===== config.mk =====
export PLATFORM = sky130hd
export DESIGN_NAME = tcw_ctrl
export DESIGN_NICKNAME = d
export VERILOG_FILES = /design/src/tcw_pkg.sv /design/src/tcw_ctrl.sv
export SDC_FILE = /design/constraint.sdc
export NUM_CORES = 1
export LEC_CHECK = 0
export ABC_AREA = 1
export BUFFER_PORTS_ARGS = -buffer_cell sky130_fd_sc_hd__clkbuf_2
export CORE_AREA = 3 3 40 42
export DETAILED_ROUTE_END_ITERATION = 8
export DIE_AREA = 0 0 43 45
export PLACE_DENSITY_LB_ADDON = 0.15
export SLEW_MARGIN = 15
export SYNTH_ARGS = -nofsm -noshare
export SYNTH_HDL_FRONTEND = slang
export SYNTH_SLANG_ARGS = --single-unit

===== constraint.sdc =====
create_clock -name clk -period 1.05 [get_ports clk]
set_input_delay 0.1575 -clock clk [delete_from_list [all_inputs] [get_ports clk]]
set_output_delay 0.1575 -clock clk [all_outputs]
set_load 0.01 [all_outputs]

===== src/tcw_pkg.sv =====
package tcw_pkg;

  localparam int COL_W  = 7;
  localparam int ROW_W  = 5;
  localparam int BYTE_W = 8;
  localparam int KIND_W = 2;

  // item kinds
  localparam logic [KIND_W-1:0] KIND_STREAM = 2'd0;
  localparam logic [KIND_W-1:0] KIND_POKE   = 2'd1;
  localparam logic [KIND_W-1:0] KIND_CLEAR  = 2'd2;
  localparam logic [KIND_W-1:0] KIND_READ   = 2'd3;

  // stream control codes
  localparam logic [BYTE_W-1:0] CH_NL  = 8'h0A;
  localparam logic [BYTE_W-1:0] CH_CR  = 8'h0D;
  localparam logic [BYTE_W-1:0] CH_BS  = 8'h08;
  localparam logic [BYTE_W-1:0] CH_TAB = 8'h09;

  localparam logic [BYTE_W-1:0] TAB_STEP = 8'd4;
  localparam logic [BYTE_W-1:0] TAB_MASK = 8'hFC;

  // space at attribute 0x07: attr in the upper byte
  localparam logic [2*BYTE_W-1:0] BLANK_CELL = 16'h0720;

  typedef struct packed {
    logic item_read;
    logic item_clear;
    logic item_scroll;
    logic sweep_last;
  } stat_t;

  typedef struct packed {
    logic accept;
    logic capture;
    logic sweep;
  } cmd_t;

  typedef struct packed {
    logic [BYTE_W-1:0] read_char;
    logic [BYTE_W-1:0] read_attr;
    logic [COL_W-1:0]  cursor_col;
    logic [ROW_W-1:0]  cursor_row;
    logic              scrolled;
    logic              ignored;
  } res_t;

endpackage


===== src/tcw_ctrl.sv =====
module tcw_ctrl (
  input  logic           clk,
  input  logic           rst,
  input  logic           in_valid,
  input  logic           out_ready,
  input  tcw_pkg::stat_t stat,
  output logic           in_ready,
  output logic           out_valid,
  output tcw_pkg::cmd_t  cmd
);

  localparam logic [1:0] ST_SWEEP = 2'd0;
  localparam logic [1:0] ST_IDLE  = 2'd1;
  localparam logic [1:0] ST_READ  = 2'd2;

  logic [1:0] state;
  logic [1:0] state_next;
  logic       out_valid_next;
  logic       load;

  assign in_ready = (state == ST_IDLE) && (!out_valid || out_ready);

  always_comb begin
    state_next  = state;
    cmd.accept  = 1'b0;
    cmd.capture = 1'b0;
    cmd.sweep   = 1'b0;
    case (state)
      ST_IDLE: begin
        if (in_valid && in_ready) begin
          cmd.accept = 1'b1;
          if (stat.item_clear || stat.item_scroll) begin
            state_next = ST_SWEEP;
          end else if (stat.item_read) begin
            state_next = ST_READ;
          end
        end
      end
      ST_READ: begin
        cmd.capture = 1'b1;
        state_next  = ST_IDLE;
      end
      ST_SWEEP: begin
        cmd.sweep = 1'b1;
        if (stat.sweep_last) begin
          state_next = ST_IDLE;
        end
      end
      default: begin
        state_next = ST_SWEEP;
      end
    endcase
  end

  // reads load their result in the READ state after the accept, once the array data is back
  assign load           = (cmd.accept && !stat.item_read) || cmd.capture;
  assign out_valid_next = (out_valid && !out_ready) || load;

  always_ff @(posedge clk) begin
    if (rst) begin
      state     <= ST_SWEEP;
      out_valid <= 1'b0;
    end else begin
      state     <= state_next;
      out_valid <= out_valid_next;
    end
  end

endmodule


; ---- Yosys cells after proc, flatten, opt, wreduce, memory -nomap -nowiden
; Cells that the tools add are included.
[word_totals]
regBits = 3
in_bits = 8
output_inout_bits = 5
[op_classes]
n_eq_ne = 5
n_mux = 9
n_reduce_logical = 13
[ops]
columns = operator, count
row1 = two-way mux 2 bit, 4
row2 = case mux 2 bit (3 select lines), 1
row3 = logical AND 1 bit, 4
row4 = logical OR 1 bit, 4
row5 = two-way mux 1 bit, 4
row6 = zero test 1 bit, 3
row7 = "!= test 3 x 2 -> 1 bit, second input constant", 1
row8 = AND reduction 3 bit, 1
row9 = "equality test 2 x 1 -> 1 bit, second input constant", 1
row10 = "equality test 2 bit, second input constant", 1
row11 = zero test 2 bit, 1
row12 = "!= test 2 x 1 -> 1 bit, second input constant", 1
row13 = "!= test 2 bit, second input constant", 1

; ---- Longest topological paths before layout
[logic_depth]
word_depth = 9
depth_mapped = 7

; ---- Least setup slack after synthesis
; OpenSTA, ideal clock, no wires.
[synth_path]
path_type = reg2reg
start = register state[0]
end = register state[1]
setup_ps = 110
arrival_time_ps = 850
t_required_ps = 940
path_slack_ps = 90
path_stages_with_launch = 7
n_path_buf = 0
synth_period_minus_slack_ps = 960
path_cell_list = dfxtp_1 nor2_1 nand2_1 nand2_1 nor2_1 nand3_1 inv_1
[synth_via]
elab_chain_len = 5
elab_cells_between_ends = 10
classes_between = 5 x eq/ne / 1 x mux / 4 x reduce/logical
[synth_lines]
columns = item, line
row1 = from (decl), tcw_ctrl.sv:16  ; logic [1:0] state;
row2 = from (signal assigned), tcw_ctrl.sv:64  ; state <= state_next;
row3 = equality test 2 x 1 -> 1 bit, "tcw_ctrl.sv:21, tcw_ctrl.sv:28"
row4 = logical AND 1 bit, tcw_ctrl.sv:21  ; assign in_ready = (state == ST_IDLE) && (!out_valid || out_ready);
row5 = logical AND 1 bit, tcw_ctrl.sv:30  ; if (in_valid && in_ready) begin
row6 = != test 2 x 1 -> 1 bit (no line), -
row7 = AND reduction 3 bit (no line), -
; Several ways; a longest one is shown, not always the timed one.
; A chain may end at the register's enable or synchronous reset.

==> run metrics <==
synthesized instance count 31; die height 45 um; global-route wire length before repair 910 um; dpl ws 0.0362 ns; CTS tree yes; top post-synthesis cells by area dfxtp_1 (31%), inv_1 (14%), nand2_1 (9.8%), a21oi_1 (7.8%), nor2_1 (7.8%); crit end category output port; vias in the first global route 246; Data required, critical path 0.89 ns; flops & latches, synth 3; gr usage total 0.0674; Area Overhead vs Synth 72.5%; Final WS setup -0.0933 ns; die width 43 um; hold path start rst; H-tree depth 1; status complete, but fails checks; WHS Endpoint out_valid; largest area contributor in the netlist dfxtp_1; asr flop ratio synth 0; synthesis warning total 0; type of the worst setup path reg -> out; slack of the worst reg-to-reg path 0.04 ns; DR iter-0 viols 3; Rows 13; # nets final 58; Post-synth EDFFs 0; Final min period 1.14 ns; placed instance area 270 um^2; Post-CTS Hold Buffers 0; # DRC 0; Design Area, Final 330 um^2; critical path launch point type register; largest net degree at the start of global routing 5; Slew @ Worst Pin 0.199 ns; most frequent cell after synthesis inv_1; Cell Pwr Density 1280 nW/um^2; grt total ovfl 0; antenna violations before repair 0; Clk pin slew, worst setup/hold paths 0.04 ns; Top Ports 13; dpl hpwl 438 um; setup_tns -0.258 ns; setup violators final 4; Avg Synthesized Cell Area 6.18 um^2; failing checks negative setup slack; Root Driver clkbuf_4; die area 1940 um^2; synth cell count leaders inv_1 (7), nand2_1 (5), nor2_1 (4); # clock sinks 3; FF-to-FF Start state[0]; Mapped Area 191 um^2; Final Cycle Share 1.09; RePlAce Congestion 0.711; Hold WC Path Type in -> reg; Worst Reg-to-Reg Cells 7; Max Fclk 875 MHz; capture point of the worst reg-to-reg path state[1]; register area share after synthesis 0.314; P_leak 0.181 nW; number of vias in the routed layout 248; area share of the largest cell type after synthesis 0.314; max_cap viols 0; dominant synthesized flop cell dfxtp_1; antenna-violating nets left 0; clk_skew 0.00135 ns; worst rel slew slack 0.866; DR WL/cell 8.17 um; Max Fanout on Critical Path 4; Total Wirelength 523 um; antenna cell count 0; Starting Density 0.149; worst vdd ir 362 uV; drt via density 3.88; CTS Buf Count 3; Overall Power 424 uW; Hold Crit Depth 2; syn_nets 39; PortBufs 12; share of post-route cells with drive strength above 1 0.531; clk_lat worst skew 0.23 ns; DRT Pass-1 Iters 2; Synth cell types 13; crit path DAT 0.99 ns; final hold violation count 0; Core ar. 1280 um^2; RSZ-0062 raised after global routing true; Bufs on Longest Clock Path 2; Slew Viols, Final 0
-- worst max-delay path by stage --
stage	start	to	slack, ns
2_1_floorplan	state[0]	state[1]	0.09
3_3_place_gp	state[0]	cmd[2]	0.03
3_5_place_dp	state[0]	cmd[2]	0.04
4_1_cts	state[0]	cmd[2]	-0.14
5_1_grt	state[0]	cmd[2]	-0.15
6_report	state[0]	cmd[2]	-0.09
-- timing repair --
action	CTS	global route
cloned	0	0
setup buffers	1	1
endpoints found under the setup margin	4	6
pin swaps	1	1
gates resized for setup	4	7
-- sequential cells by signal (all words and copies together), names as in the netlist --
name       count
out_valid      1
state          2
-- worst max-delay path: stages (launching register included) --
cell     delay [ns]
dfxtp_4        0.35
inv_2          0.04
nor2_4         0.07
and3_4         0.19
buf_6          0.09
-- cells in the final DEF, fill, tap and decap left out, drive strengths merged --
master and count:
clkbuf 12, inv 8, nand2 6, buf 6, nor2 5, a21oi 4, dfxtp 3, nand3 2
and3 1, o21ai 1, nor3 1
-- kinds of logic after synthesis --
logic type | synth area share
buffers and inverters | 0.157
flip-flops | 0.314
AO/OA/AOI/OAI | 0.150
AND/OR/NAND/NOR | 0.379
-- per-stage QoR --
| stage | cells | hold WS [ns] | util |
|---|---|---|---|
| after global routing | 64 | 0.114 | 0.257 |
| after global placement | 58 | 0.347 | 0.210 |
| after CTS | 63 | 0.0947 | 0.241 |
| final | 64 | 0.101 | 0.257 |
| after detailed placement | 58 | 0.344 | 0.210 |
| after floorplan | 31 | 0.220 | - |
-- per-layer routing --
| metal | up-vias | GRT usage | share of wire |
|---|---|---|---|
| met2 | 8 | 0.102 | 0.51 |
| met5 | - | 0 | 0 |
| met3 | 2 | 0.0239 | 0.078 |
| met4 | 0 | 0.0723 | 0.029 |
| li1 | 130 | - | - |
| met1 | 108 | 0.0697 | 0.38 |
-- layout make-up --
type                       instances  area (um^2)
multi-input combinational         20          109
tap                               15         18.8
timing repair buffer              14         81.3
inverter                           8         30.0
clock buffer                       4         26.3
sequential                         3         65.1
fill                             156          955
-- power by group --
part           switching [mW]  internal [mW]  leakage, nW
Clock                  0.0617          0.143       0.0150
Sequential            0.00625          0.121       0.0256
Combinational          0.0462         0.0464        0.140
Total                   0.114          0.310        0.181
Note: power is estimated with default switching activity, not from simulation.
